==> config.mk <==
export PLATFORM = sky130hd
export DESIGN_NAME = uart_rx_tx_ring_buffers
export DESIGN_NICKNAME = d
export VERILOG_FILES = /design/src/hdl/urb_pkg.sv /design/src/hdl/uart_rx_tx_ring_buffers.sv /design/src/hdl/urb_ctrl.sv /design/src/hdl/urb_dp.sv
export SDC_FILE = /design/constraint.sdc
export NUM_CORES = 1
export LEC_CHECK = 0
export BUFFER_PORTS_ARGS = -buffer_cell sky130_fd_sc_hd__buf_2
export CAP_MARGIN = 20
export CELL_PAD_IN_SITES_DETAIL_PLACEMENT = 0
export CELL_PAD_IN_SITES_GLOBAL_PLACEMENT = 1
export CORE_ASPECT_RATIO = 0.9
export CORE_MARGIN = 4
export CORE_UTILIZATION = 54
export DETAILED_ROUTE_END_ITERATION = 7
export HOLD_SLACK_MARGIN = 0.06
export MAX_ROUTING_LAYER = met4
export PLACE_DENSITY = 0.83
export SLEW_MARGIN = 15
export SYNTH_ARGS = -nofsm -noshare
export SYNTH_HDL_FRONTEND = slang
export SYNTH_HIERARCHICAL = 1
export SYNTH_SLANG_ARGS = --single-unit
==> constraint.sdc <==
create_clock -name clk -period 4.6 [get_ports clk]
set_input_delay 0.69 -clock clk [delete_from_list [all_inputs] [get_ports clk]]
set_output_delay 0.69 -clock clk [all_outputs]
set_load 0.02 [all_outputs]
==> src/hdl/urb_pkg.sv <==
// Shared types and codes for the UART receive/transmit ring buffers.
// Used by urb_ctrl, urb_dp, the top level and the port checker; no dependencies.
package urb_pkg;

  // Ring depths (defaults for the top-level parameters)
  localparam int RX_DEPTH_DEF = 32;
  localparam int TX_DEPTH_DEF = 32;

  // Configuration register indexes
  localparam logic CFG_FRAME_START = 1'b0;
  localparam logic CFG_FRAME_STOP  = 1'b1;

  localparam logic [7:0] FRAME_START_RST = 8'hAA;
  localparam logic [7:0] FRAME_STOP_RST  = 8'h55;

  // Operation codes
  localparam logic [2:0] OP_LINE_BYTE = 3'd0;
  localparam logic [2:0] OP_TX_FREE   = 3'd1;
  localparam logic [2:0] OP_READ      = 3'd2;
  localparam logic [2:0] OP_WRITE     = 3'd3;
  localparam logic [2:0] OP_COMMAND   = 3'd4;

  // Source of a byte appended to the transmit ring
  localparam logic [1:0] APP_DATA  = 2'd0;
  localparam logic [1:0] APP_START = 2'd1;
  localparam logic [1:0] APP_STOP  = 2'd2;

  typedef struct packed {
    logic [2:0] operation;
    logic [7:0] data_byte;
  } in_payload_t;

  typedef struct packed {
    logic [7:0] read_data;
    logic       read_valid;
    logic [7:0] send_data;
    logic       send_valid;
    logic       transmit_finished;
    logic       transmit_empty;
    logic       transmit_overflow;
  } out_payload_t;

  // Controller to datapath
  typedef struct packed {
    logic       load_item;
    logic       rx_write;
    logic       rx_read;
    logic       tx_append;
    logic [1:0] app_sel;
    logic       tx_pop;
    logic       set_finished;
    logic       capture;
  } cmd_t;

  // Datapath to controller
  typedef struct packed {
    logic [2:0] op;
    logic       rx_empty;
    logic       tx_has_data;
  } status_t;

endpackage

==> src/hdl/uart_rx_tx_ring_buffers.sv <==
// Top level of the UART receive/transmit ring buffers.
// Instantiates urb_ctrl and urb_dp; types and codes from urb_pkg.
//
// Usage:
//   in_*  : one transaction per operation (line byte, transmitter free,
//           read byte, write byte, write command) with its data byte.
//   out_* : one result per transaction: read byte, byte to send, and the
//           finished, empty and overflow flags after the operation.
//   cfg_* : write-only frame start/stop bytes; write only while idle.
// From input accept to out_valid, line byte, write byte and misses pass
// through S_EXEC alone; a read or send that hits its ring adds S_WAIT
// (registered memory read); a command write adds S_CMD1 and S_CMD2, as it
// stores three bytes through the single transmit memory write port. After
// the result is taken the block returns to S_IDLE before the next
// transaction is accepted.
// Transactions are handled one at a time: while a result waits on a stalled
// out_ready, in_ready stays low and all state holds.
// Reset empties both rings (indices and pending count to zero), sets the
// finished flag and loads the frame bytes with 0xAA and 0x55; ring contents
// are not cleared, so no clearing pass is needed.
module uart_rx_tx_ring_buffers #(
  parameter int RX_DEPTH = urb_pkg::RX_DEPTH_DEF,
  parameter int TX_DEPTH = urb_pkg::TX_DEPTH_DEF
) (
  input  logic                  clk,
  input  logic                  rst_n,
  input  logic                  cfg_wr_en,
  input  logic                  cfg_addr,
  input  logic [7:0]            cfg_wdata,
  input  logic                  in_valid,
  output logic                  in_ready,
  input  urb_pkg::in_payload_t  in_data,
  output logic                  out_valid,
  input  logic                  out_ready,
  output urb_pkg::out_payload_t out_data
);

  urb_pkg::cmd_t    cmd;
  urb_pkg::status_t st;

  urb_ctrl u_ctrl (
    .clk       (clk),
    .rst_n     (rst_n),
    .in_valid  (in_valid),
    .in_ready  (in_ready),
    .out_valid (out_valid),
    .out_ready (out_ready),
    .st        (st),
    .cmd       (cmd)
  );

  urb_dp #(
    .RX_DEPTH (RX_DEPTH),
    .TX_DEPTH (TX_DEPTH)
  ) u_dp (
    .clk       (clk),
    .rst_n     (rst_n),
    .cfg_wr_en (cfg_wr_en),
    .cfg_addr  (cfg_addr),
    .cfg_wdata (cfg_wdata),
    .in_data   (in_data),
    .cmd       (cmd),
    .st        (st),
    .out_data  (out_data)
  );

endmodule

==> src/hdl/urb_ctrl.sv <==
// Sequencer for the ring buffers: accepts one transaction, steps the datapath.
// Depends on urb_pkg (cmd_t, status_t, operation and append codes).
module urb_ctrl (
  input  logic             clk,
  input  logic             rst_n,
  input  logic             in_valid,
  output logic             in_ready,
  output logic             out_valid,
  input  logic             out_ready,
  input  urb_pkg::status_t st,
  output urb_pkg::cmd_t    cmd
);

  localparam logic [2:0] S_IDLE = 3'd0;
  localparam logic [2:0] S_EXEC = 3'd1;
  localparam logic [2:0] S_CMD1 = 3'd2;
  localparam logic [2:0] S_CMD2 = 3'd3;
  localparam logic [2:0] S_WAIT = 3'd4;
  localparam logic [2:0] S_RESP = 3'd5;

  logic [2:0] state_r, state_nxt;

  assign in_ready  = (state_r == S_IDLE);
  assign out_valid = (state_r == S_RESP);

  // Next state and commands
  always_comb begin
    state_nxt = state_r;
    cmd       = '0;
    cmd.app_sel = urb_pkg::APP_DATA;
    unique case (state_r)
      S_IDLE: begin
        if (in_valid) begin
          cmd.load_item = 1'b1;
          state_nxt     = S_EXEC;
        end
      end
      S_EXEC: begin
        state_nxt = S_RESP;
        unique case (st.op)
          urb_pkg::OP_LINE_BYTE: cmd.rx_write = 1'b1;
          urb_pkg::OP_TX_FREE: begin
            if (st.tx_has_data) begin
              cmd.tx_pop = 1'b1;
              state_nxt  = S_WAIT;
            end else begin
              cmd.set_finished = 1'b1;
            end
          end
          urb_pkg::OP_READ: begin
            if (!st.rx_empty) begin
              cmd.rx_read = 1'b1;
              state_nxt   = S_WAIT;
            end
          end
          urb_pkg::OP_WRITE: cmd.tx_append = 1'b1;
          urb_pkg::OP_COMMAND: begin
            cmd.tx_append = 1'b1;
            cmd.app_sel   = urb_pkg::APP_START;
            state_nxt     = S_CMD1;
          end
          default: state_nxt = S_RESP;
        endcase
      end
      S_CMD1: begin
        cmd.tx_append = 1'b1;
        state_nxt     = S_CMD2;
      end
      S_CMD2: begin
        cmd.tx_append = 1'b1;
        cmd.app_sel   = urb_pkg::APP_STOP;
        state_nxt     = S_RESP;
      end
      S_WAIT: begin
        cmd.capture = 1'b1;
        state_nxt   = S_RESP;
      end
      S_RESP: begin
        if (out_ready) state_nxt = S_IDLE;
      end
      default: state_nxt = S_IDLE;
    endcase
  end

  always_ff @(posedge clk) begin
    if (!rst_n) state_r <= S_IDLE;
    else        state_r <= state_nxt;
  end

endmodule

==> src/hdl/urb_dp.sv <==
// Datapath: both ring memories, their indices, the pending count, config
// registers and the result register. Depends on urb_pkg.
module urb_dp #(
  parameter int RX_DEPTH = urb_pkg::RX_DEPTH_DEF,
  parameter int TX_DEPTH = urb_pkg::TX_DEPTH_DEF
) (
  input  logic                  clk,
  input  logic                  rst_n,
  input  logic                  cfg_wr_en,
  input  logic                  cfg_addr,
  input  logic [7:0]            cfg_wdata,
  input  urb_pkg::in_payload_t  in_data,
  input  urb_pkg::cmd_t         cmd,
  output urb_pkg::status_t      st,
  output urb_pkg::out_payload_t out_data
);

  localparam int RIW = $clog2(RX_DEPTH);
  localparam int TIW = $clog2(TX_DEPTH);
  localparam int TCW = $clog2(TX_DEPTH + 1);

  localparam logic [RIW-1:0] RX_LAST = RIW'(RX_DEPTH - 1);
  localparam logic [TIW-1:0] TX_LAST = TIW'(TX_DEPTH - 1);
  localparam logic [TCW-1:0] TX_FULL = TCW'(TX_DEPTH);

  logic [7:0] rx_mem [RX_DEPTH];
  logic [7:0] tx_mem [TX_DEPTH];

  logic [7:0]     start_byte_r, stop_byte_r;
  logic [2:0]     op_r;
  logic [7:0]     data_r;
  logic [RIW-1:0] rx_wr_idx_r, rx_rd_idx_r;
  logic [TIW-1:0] tx_fill_idx_r, tx_send_idx_r;
  logic [TCW-1:0] tx_pend_r;
  logic           finished_r;
  logic [7:0]     rx_q_r, tx_q_r;
  logic [7:0]     rd_data_r, sd_data_r;
  logic           rd_valid_r, sd_valid_r, ovf_r;
  logic [7:0]     app_byte;
  logic           tx_full;

  assign tx_full = (tx_pend_r == TX_FULL);

  // Pick the byte to append
  always_comb begin
    case (cmd.app_sel)
      urb_pkg::APP_START: app_byte = start_byte_r;
      urb_pkg::APP_STOP:  app_byte = stop_byte_r;
      default:            app_byte = data_r;
    endcase
  end

  // Configuration registers
  always_ff @(posedge clk) begin
    if (!rst_n) begin
      start_byte_r <= urb_pkg::FRAME_START_RST;
      stop_byte_r  <= urb_pkg::FRAME_STOP_RST;
    end else if (cfg_wr_en) begin
      if (cfg_addr == urb_pkg::CFG_FRAME_START) start_byte_r <= cfg_wdata;
      else                                      stop_byte_r  <= cfg_wdata;
    end
  end

  // Hold the accepted transaction
  always_ff @(posedge clk) begin
    if (cmd.load_item) begin
      op_r   <= in_data.operation;
      data_r <= in_data.data_byte;
    end
  end

  // Receive ring memory
  always_ff @(posedge clk) begin
    if (cmd.rx_write) rx_mem[rx_wr_idx_r] <= data_r;
    if (cmd.rx_read)  rx_q_r <= rx_mem[rx_rd_idx_r];
  end

  // Transmit ring memory
  always_ff @(posedge clk) begin
    if (cmd.tx_append && !tx_full) tx_mem[tx_fill_idx_r] <= app_byte;
    if (cmd.tx_pop)                tx_q_r <= tx_mem[tx_send_idx_r];
  end

  // Indices, pending count and finished flag
  always_ff @(posedge clk) begin
    if (!rst_n) begin
      rx_wr_idx_r   <= '0;
      rx_rd_idx_r   <= '0;
      tx_fill_idx_r <= '0;
      tx_send_idx_r <= '0;
      tx_pend_r     <= '0;
      finished_r    <= 1'b1;
    end else begin
      if (cmd.rx_write)
        rx_wr_idx_r <= (rx_wr_idx_r == RX_LAST) ? '0 : rx_wr_idx_r + 1'b1;
      if (cmd.rx_read)
        rx_rd_idx_r <= (rx_rd_idx_r == RX_LAST) ? '0 : rx_rd_idx_r + 1'b1;
      if (cmd.tx_append && !tx_full) begin
        tx_fill_idx_r <= (tx_fill_idx_r == TX_LAST) ? '0 : tx_fill_idx_r + 1'b1;
        tx_pend_r     <= tx_pend_r + 1'b1;
      end
      if (cmd.tx_pop) begin
        tx_send_idx_r <= (tx_send_idx_r == TX_LAST) ? '0 : tx_send_idx_r + 1'b1;
        tx_pend_r     <= tx_pend_r - 1'b1;
        finished_r    <= 1'b0;
      end
      if (cmd.set_finished) finished_r <= 1'b1;
    end
  end

  // Result register: clear on load, fill from the ring read or an overflow
  always_ff @(posedge clk) begin
    if (cmd.load_item) begin
      rd_data_r  <= '0;
      rd_valid_r <= 1'b0;
      sd_data_r  <= '0;
      sd_valid_r <= 1'b0;
      ovf_r      <= 1'b0;
    end else begin
      if (cmd.capture) begin
        if (op_r == urb_pkg::OP_READ) begin
          rd_data_r  <= rx_q_r;
          rd_valid_r <= 1'b1;
        end else begin
          sd_data_r  <= tx_q_r;
          sd_valid_r <= 1'b1;
        end
      end
      if (cmd.tx_append && tx_full) ovf_r <= 1'b1;
    end
  end

  assign st.op          = op_r;
  assign st.rx_empty    = (rx_rd_idx_r == rx_wr_idx_r);
  assign st.tx_has_data = (tx_pend_r != '0);

  assign out_data.read_data         = rd_data_r;
  assign out_data.read_valid        = rd_valid_r;
  assign out_data.send_data         = sd_data_r;
  assign out_data.send_valid        = sd_valid_r;
  assign out_data.transmit_finished = finished_r;
  assign out_data.transmit_empty    = (tx_pend_r == '0);
  assign out_data.transmit_overflow = ovf_r;

endmodule

* After elaboration in Yosys (flattened, before gate mapping)
Memory sizes are Yosys's and may differ from the RTL's. A register that Yosys moved wholly into a read port is not among the register bits.
Cells that the tools add are included.
** Word-level totals
- Register bits :: 76
- Bits in latches :: 0
- Bits in writable memories :: 512
- Bits in read-only memories :: 0
- Input port bits :: 25
- Output and inout port bits :: 23
- Word-level logic and storage cells :: 95
- Memories :: 2
** Memory list
- u_dp.rx_mem :: depth 32, bits a word 8, read ports 1, clocked after Yosys merged registers in 1, wr ports 1, RTL line urb_dp.sv:26 : logic [7:0] rx_mem [RX_DEPTH];
- u_dp.tx_mem :: depth 32, bits a word 8, read ports 1, clocked after Yosys merged registers in 1, wr ports 1, RTL line urb_dp.sv:27 : logic [7:0] tx_mem [TX_DEPTH];
** Operators by class
- Add/subtract/negate cells :: 6
- Multiply operators :: 0
- Div/mod/pow operators :: 0
- $lt $le $gt $ge :: 0
- Equality and inequality tests :: 19
- Shift-type cells :: 0
- Muxes and demuxes :: 32
- Bitwise gates (word level) :: 3
- Reductions and logical operators :: 17
** Operator list (number)
- adder 5 x 1 -> 5 bit (second input constant) :: 4
- == test 5 bit (second input constant) :: 4
- 2-to-1 mux 5 bit :: 4
- 2-to-1 mux 1 bit :: 16
- case mux 8 bit (2 select lines) :: 1
- case mux 3 bit (5 select lines) :: 1
- == test 3 x 2 -> 1 bit (second input constant) :: 4
- 2-to-1 mux 6 bit :: 2
- AND reduction 2 bit :: 5
- == test 3 bit (second input constant) :: 3
- case mux 3 bit (3 select lines) :: 1
- OR reduction 2 bit :: 4
- adder 6 x 1 -> 6 bit (second input constant) :: 1
- == test 3 x 1 -> 1 bit (second input constant) :: 2
- == test 6 bit (second input constant) :: 1
- zero test 3 bit :: 2
- zero test 6 bit :: 1
- 2-to-1 mux 2 bit :: 3
- 2-to-1 mux 3 bit :: 2
- nonzero test 6 bit :: 1
- subtractor 6 x 1 -> 6 bit (second input constant) :: 1
- == test 5 bit :: 1
- case mux 2 bit (2 select lines) :: 1
- inverter 1 bit :: 3
- 8 further kinds :: 9

* Depth between registers and ports, before layout
Gate-level depths: netlist of run 1.
- Depth after elaboration :: 7
- Depth in mapped cells :: 13
- Mapped depth without buffers :: 10

* Hierarchy
The synthesis of run 1 kept the hierarchy.
** By module, submodules not included
- urb_dp :: times used 1, cells an instance 1329, area an instance 23573.9 µm², seq. area each 17426.7 µm²
- urb_ctrl :: times used 1, cells an instance 45, area an instance 307.8 µm², seq. area each 60.1 µm²

* Least setup slack after synthesis of run 1
Ideal clock, no wire load.
- Kind :: reg-to-reg
- From :: register u_dp.op_r[1]
- To :: memory u_dp.tx_mem[0][1], data pin
- Data arrival time :: 3186 ps
- Required time :: 4146 ps
- Slack :: 960 ps
- Cell stages (with the launch flop) :: 7
- Buffers on the path :: 1
- Period minus slack after synthesis :: 3640 ps
- Cell sequence :: edfxtp_1 -> or3b_4 -> nor4b_1 -> inv_1 -> ha_1 -> clkbuf_1 -> o21ai_0
** RTL lines
- start: declaration :: RTL line urb_dp.sv:30 : logic [2:0] op_r;
- start signal: assignment :: RTL line urb_dp.sv:67 : op_r <= in_data.operation;
- end: declaration :: RTL line urb_dp.sv:27

==> results of run 1 <==
-- flip-flops by register name, summed over array words and instances, names as in the netlist, 3 cells and up --
signal,flops
u_dp/tx_fill_idx_r,5
u_dp/tx_pend_r,6
u_dp/rd_data_r,8
u_dp/tx_mem,256
u_dp/start_byte_r,8
u_dp/stop_byte_r,8
u_ctrl/state_r,3
u_dp/data_r,8
u_dp/rx_rd_idx_r,5
u_dp/rx_mem,256
u_dp/tx_q_r,8
u_dp/tx_send_idx_r,5
u_dp/rx_q_r,8
u_dp/sd_data_r,8
u_dp/op_r,3
u_dp/rx_wr_idx_r,5
-- cell type report --
cell class,instances,area [sq um],area share
clock inverters,37,339.1,0.01268
clock buffers,71,1614,0.06034
inverters,13,48.80,0.001824
well taps,592,740.7,0.02769
flip-flops and latches,604,17500,0.6541
multi-input cells,676,5971,0.2232
repair buffers,80,538.0,0.02011
-- power groups by stage --
| stage | clock, mW | combinational (mW) | sequential, mW |
|---|---|---|---|
| floorplan | 0 | 0.281 | 6.39 |
| global placement | 0 | 0.546 | 6.37 |
| detailed placement | 0 | 0.576 | 6.37 |
| CTS | 4.88 | 0.580 | 6.25 |
| global route | 5.12 | 0.652 | 6.24 |
| finish | 4.79 | 0.597 | 6.23 |
-- cells by family (layout without fill, tap and decap cells) --
group	count (synthesis)	count (layout)	share of synthesized area
multiplexers	178	178	0.1256
AO/OA/AOI/OAI	188	188	0.05354
buffers and inverters	94	201	0.01907
flip-flops	604	604	0.7322
adder cells (fa/ha/maj)	21	21	0.01132
XOR/XNOR	10	10	0.003667
AND/OR/NAND/NOR	279	279	0.05459
-- cells in the final DEF, fill, tap and decap left out, types with 6 or more instances in the layout --
cell type and n:
nand3_1 18, a22o_1 7, bufinv_16 6, nor2b_1 7
nor2_1 108, dfxtp_1 61, buf_2 47, mux2i_1 81
and3_1 10, a22oi_1 43, inv_1 11, nand3b_1 12
a21oi_1 56, o221ai_1 16, a2111oi_2 7, mux4_2 92
a211oi_1 10, ha_1 20, edfxtp_1 539, nand2_1 82
clkbuf_16 61, o21ai_2 9, nor3_1 7, o21ai_0 14
clkinv_2 9, clkinv_1 16, o22ai_1 15, buf_4 29
-- per-stage QoR --
step | instance area [sq um] | hold slack, ps | power (mW) | worst slack [ps] | instances
2_1_floorplan | 23880 | 425.9 | 6.669 | 959.9 | 1374
3_3_place_gp | 24710 | 442.5 | 6.915 | 1215 | 1961
3_5_place_dp | 24740 | 446.0 | 6.944 | 1074 | 1962
4_1_cts | 26690 | 230.9 | 11.71 | 1006 | 2070
5_1_grt | 26750 | 245.2 | 12.01 | 754.1 | 2073
6_report | 26750 | 262.2 | 11.62 | 1021 | 2073
-- how the worst min path moves through the flow --
stage	from	endpoint	slack (ps)	cells past startpoint
final	in_data[7]	u_dp/data_r[7]	260	1
after global routing	in_data[7]	u_dp/data_r[7]	250	1
after CTS	in_data[2]	u_dp/data_r[2]	230	1
after detailed placement	u_dp/rd_data_r[4]	u_dp/rd_data_r[4]	450	2
after global placement	u_dp/rd_data_r[4]	u_dp/rd_data_r[4]	440	2
after floorplan	u_dp/sd_valid_r	u_dp/sd_valid_r	430	2
-- layer usage --
metal / vias up / part of all wire
met1: 6415 / 0.43
met3: 93 / 0.088
li1: 5583 / -
met2: 517 / 0.46
met4: 0 / 0.024
met5: - / 0
==> summary.md, run 1 <==
| Metric | Value |
|---|---|
| FILL cells | 3053 |
| Sequential Power Share | 0.537 |
| Final setup vio count | 0 |
| Routability congestion estimate | 0.8191 |
| Met1 Use GR | 0.3250 |
| # DRC | 0 |
| CTS H-tree depth | 2 |
| Grt peak-use layer | met2 |
| Detailed Route WL | around 52000 um |
| Post-CTS sizing | 0 |
| Critical path depth | 7 |
| Period utilisation layout | 0.7780 |
| Final Slew Violations | 0 |
| Antenna-violating nets left | 0 |
| Flop-to-flop setup slack | 1020 ps |
| Post-Route Setup TNS | 0 ps |
| Async S/R FF share, synth | 0 |
| Proportion of layout cells with a drive suffix above 1 | 0.1958 |
| Port buffer count | 47 |
| Pin count of the biggest net entering global routing | 51 |
| M3 GR Usage | 0.05008 |
| Final Core Density | 0.6173 |
| WL/cell | 25.00 um |
| Synth warnings | 6 |
| Area growth syn-to-layout | 12.00% |
| Max Freq | 0.2794 GHz |
| Via count | 12610 |
| Synth cell count leaders | edfxtp_1, nor2_1, mux4_2 |
| Number of global-route vias before repair | about 13000 |
| Clock power share | 0.412 |
| Pwr dens | about 430 nW/um^2 |
| CTS buffer count | 58 |
| Initial Util | 0.5511 |
| Internal | just over 9 mW |
| Slew margin rel. | 0.3177 |
| Clk_lat worst skew | ~600 ps |
| Site row count | 72 |
| Sw frac | 0.2129 |
| Setup repair bufs after CTS | 0 |
| CP Cell Sequence | or3b_4 > nand2_1 > a21oi_1 > nor2_1 > a21boi_1 > nand2_1 > nor2_1 |
| Syn Std Cell Area | ~24000 sq um |
| Post-synth top flop | edfxtp_1 |
| Post-synth EDFFs | 539 |
| Worst r2r src | u_dp/op_r[1] |
| Yosys reg bits | 604 |
| Outcome | complete, no violations |
| Worst min-delay path category | in2reg |
| Iter 0 DRT Violations | 1258 |
| CP Buf/Inv Count | 0 |
| Synthesized netlist cell count | 1374 |
| Num ports | 48 |
| Critical R2R Capture | u_dp/tx_mem[16][5] |
| Minimum clock period | 3579 ps |
| Crit-path max FO | 9 |
| Synth area leaders | edfxtp_1, mux4_2, dfxtp_1, mux2i_1, nor2_1 |
| First-pass GRT wire length | 79000 um |
| GR Util met2 | 0.3267 |
| Kind of critical path | reg2reg |
| Element type at the critical path end | register |
| Most frequent cell after synthesis | edfxtp_1 |
| Type of origin of the critical path | register |
| VDD IR max | ~320 uV |
| Crit path to | u_dp/tx_mem[16][5] |
| CP peak stage delay | 770 ps |
| Total grt overflow | 0 |
| Least-Margin Pin Slew | ~1000 ps |
| Post-DP HPWL | 31930 um |
| Leading area contributor after synthesis | edfxtp_1 |
| Critical Path AT | 3800 ps |
| Vias per cell | 6.082 |
| Clock buffer depth | 3 |
| Root Buffer | clkbuf_16 |
| DR pass1 iterations | 5 |
| Yosys cell types | 59 |
| Logic pwr share | 0.051 |
| DIE WIDTH | about 230 um |
| Clk sinks | 604 |
| Cts hold-fix bufs | 0 |
| Final Hold Vio Count | 0 |
| Crit. Startpoint | u_dp/op_r[1] |
| Die height | between 200 and 250 um |
| WP data required | 4820 ps |
| Nets | roughly 1500 |
| Antenna violations before repair | 0 |
| Register area share after synthesis | 0.7322 |
| Register-to-Register Path Depth | 7 |
| Crit path max-delay family | simple AND/OR/NAND/NOR gates |
| Die area | 47660 sq um |
| Synthesized area per cell | 17.38 sq um |
| Total GRT Usage | 0.2243 |
| Clock slew at reported path FFs | 60 ps |
| Syn nets | 1420 |
| P_sw | 2.474 mW |
| Leakage | approximately 8.5 nW |
| Worst Clk Skew | 11.33 ps |
| RSZ-0062 raised after global routing | no |
| CTS tree | yes |
| # diodes | 0 |
| Slowest-stage cell, CP | nor2_1 |
| Top-area cell type share of the netlist area | 0.6777 |
| Max-cap check violation count | 0 |
| Core region area | roughly 43000 sq um |
Note: power is estimated with default switching activity, not from simulation.
==> run 2, diff against run 1 <==
Settings changed: CORE_UTILIZATION 54 to 49, PLACE_DENSITY 0.83 to 0.8.
Clock period 4.6 ns to 3 ns, I/O delays scaled along.
==> run 2 against run 1 <==
  * Fmax grew 25%
  * Setup slack worse by 890 ps
  * Register-to-register slack worse by 890 ps
  * First-iteration DRC count grew 11%
  * Global-route usage fell by 1.7 points
  * Hold slack worse by 94 ps
  * Critical path depth up 2
  * Combinational power increased by 67%
  * Cell area up 3.5%
  * Sequential share of layout area decreased by 2.2 points
  * Utilization shrank 4.1 points
  * Non-clock buffer count is 113 higher
==> summary.md, run 2 (synthesized netlist as in run 1, its figures left out) <==
| Metric | Value |
|---|---|
| DIE WIDTH | 240.7 um (+4.8%) |
| Root Buffer | clkbuf_16 |
| Commonest non-fill, non-tap cells in the layout | edfxtp_1, buf_4, nor2_1, mux4_2, nand2_1 |
| FILL cells | 3561 (+17%) |
| P_sw | 3.846 mW (+55%) |
| Proportion of layout cells with a drive suffix above 1 | 0.2439 (+0.04807) |
| Logic pwr share | 0.056 (+0.005) |
| RSZ-0062 raised after global routing | no |
| Placed instance count | 2090 (+6.5%) |
| Placed Area | 25520 sq um (+3.2%) |
| Slew margin rel. | 0.5443 (+0.2266) |
| DR pass1 iterations | 5 (unchanged) |
| Antenna-violating nets left | 0 (unchanged) |
| First-pass GRT wire length | 79490 um (+0.62%) |
| Post-Route Setup TNS | 0 ps (unchanged) |
| Post-CTS sizing | 0 (unchanged) |
| Type of origin of the critical path | register |
| WP data required | 3510 ps (-1310 ps) |
| Clk_lat worst skew | 620 ps (+20 ps) |
| Sw frac | 0.2147 (+0.001795) |
| Post-DP HPWL | 32220 um (+0.89%) |
| Initial Util | 0.4973 (-0.05382) |
| Clock power share | 0.414 (+0.002) |
| Clock slew at reported path FFs | 60 ps (about the same) |
| Vias per cell | 5.855 (-3.7%) |
| Critical Path AT | 3370 ps (-430 ps) |
| Minimum clock period | 2868 ps (-711.4 ps) |
| Crit-path max FO | 6 (-3) |
| CTS H-tree depth | 2 (unchanged) |
| Internal | 14.06 mW (+54%) |
| Top Registers | u_dp/rx_mem: 256 flops, u_dp/tx_mem: 256 flops |
| Port buffer count | 47 (unchanged) |
| Number of global-route vias before repair | 13150 (+3.5%) |
| Antenna violations before repair | 0 (unchanged) |
| Total GRT Usage | 0.2071 (-0.01713) |
| Area growth syn-to-layout | 15.91% |
| Nets | 1593 (+7.7%) |
| CTS buffer count | 59 (+1.7%) |
| Core region area | 48020 sq um (+11%) |
| Detailed Route WL | 51930 um (+0.21%) |
| Final Slew Violations | 0 (unchanged) |
| Total grt overflow | 0 (unchanged) |
| Final setup vio count | 0 (unchanged) |
| Num ports | 48 (unchanged) |
| Element type at the critical path end | register |
| Worst hold stages | 3 (+2) |
| Leakage | 9.044 nW (+6.9%) |
| VDD IR max | 456.9 uV (+42%) |
| Hold EP | u_ctrl/state_r[0] |
| Via count | 12990 (+3.1%) |
| Pwr dens | 647.0 nW/um^2 (+49%) |
| Pin count of the biggest net entering global routing | 53 (+3.9%) |
| Clock buffer depth | 3 (unchanged) |
| Final Core Density | 0.5764 (-0.04087) |
| Worst r2r src | u_dp/op_r[2] |
| Hold Startpoint | out_ready |
| Period utilisation layout | 0.9559 (+0.1778) |
| Outcome | complete, no violations |
| WL/cell | 23.40 um (-6.4%) |
| Least-Margin Pin Slew | 682.7 ps (-340.8 ps) |
| Routability congestion estimate | 0.8223 (+0.39%) |
| Clk sinks | 604 (unchanged) |
| # DRC | 0 (unchanged) |
| Site row count | 76 (+5.6%) |
| Die area | 52340 sq um (+9.8%) |
| Post-route cell area | 27680 sq um (+3.5%) |
| Worst min-delay path category | in2reg |
| Iter 0 DRT Violations | 1400 (+11%) |
| WHS | 168.2 ps (-93.99 ps) |
| Die height | 217.4 um (+4.8%) |
| Max-cap check violation count | 0 (unchanged) |
| Sequential Power Share | 0.531 (-0.006) |
| Worst Clk Skew | 22.32 ps (+11.00 ps) |
| Non-Filler Instances | 2219 (+7.0%) |
| # diodes | 0 (unchanged) |
| CTS tree | yes |
| Critical R2R Capture | u_dp/tx_pend_r[5] |
| Max Freq | 0.3487 GHz (+25%) |
| Kind of critical path | reg2reg |
| Leading cell type in the layout, fill and taps excluded | edfxtp_1 |
| Flop-to-flop setup slack | 130 ps (-890 ps) |
| Register-to-Register Path Depth | 9 (+2) |
| Final Hold Vio Count | 0 (unchanged) |
run 2: changes by cell type in the layout (fill, tap and decap cells not counted), sizes merged:
cell / previous run / this run
clkinvlp: 5 / 3
bufinv: 6 / 7
clkbuf: 71 / 69
dlygate4sd3: 0 / 19
clkinv: 27 / 28
inv: 12 / 15
buf: 80 / 174
run 2: cell type report:
class,instances,area [sq um],share of cell area
Sequential cell,604,17500,0.6321
Timing Repair Buffer,193,1424,0.05144
Clock buffer,69,1565,0.05655
Inverter,13,48.80,0.001763
Multi-Input combinational cell,676,5972,0.2157
Clock inverter,40,392.9,0.01419
Tap cell,624,780.7,0.02821
run 2: repair_timing:
item,CTS,global route
hold buffers,19,0
hold endpoints to repair,27,0
setup endpoints to repair,0,0
setup buffers,0,0
run 2: power by group through the flow:
stage / Combinational, mW / Sequential, mW / Clock (mW)
floorplan: 0.439 / 9.79 / 0
global placement: 0.948 / 9.68 / 0
detailed placement: 0.981 / 9.68 / 0
CTS: 1.00 / 9.50 / 7.54
global route: 1.08 / 9.51 / 7.91
finish: 0.995 / 9.50 / 7.41
run 2: worst max path at each step:
stage | start | endpoint | depth (start not counted)
after floorplan | u_dp/op_r[1] | u_dp/tx_mem[0][0] | 7
after global placement | u_dp/op_r[2] | u_dp/tx_pend_r[5] | 9
after detailed placement | u_dp/op_r[2] | u_dp/tx_pend_r[5] | 9
after CTS | u_dp/op_r[2] | u_dp/tx_pend_r[5] | 9
after global routing | u_dp/op_r[2] | u_dp/tx_pend_r[5] | 9
final | u_dp/op_r[2] | u_dp/tx_pend_r[5] | 9
run 2: through the flow:
step	worst slack, ps	total power [mW]
final	132.4	17.91
after global routing	50.65	18.50
after CTS	96.64	18.04
after detailed placement	103.9	10.67
after global placement	105.3	10.63
after floorplan	-69.89	10.22
run 2: critical path, cell delays in order (launching register included):
cell and delay, ps:
edfxtp_1 390, or4b_4 520, nor2_2 110, and3_2 270
ha_1 290, and3_1 180, a2111oi_0 430, mux2_2 400
xor2_1 130, nor2_1 50
run 2: per-layer routing:
| layer | vias up | routed length, um | track usage |
|---|---|---|---|
| met5 | - | 0 | - |
| met4 | 0 | 1113 | 0.04962 |
| met3 | 79 | 4381 | 0.04135 |
| met2 | 503 | 24170 | 0.3104 |
| met1 | 6592 | 22270 | 0.2985 |
| li1 | 5819 | - | - |
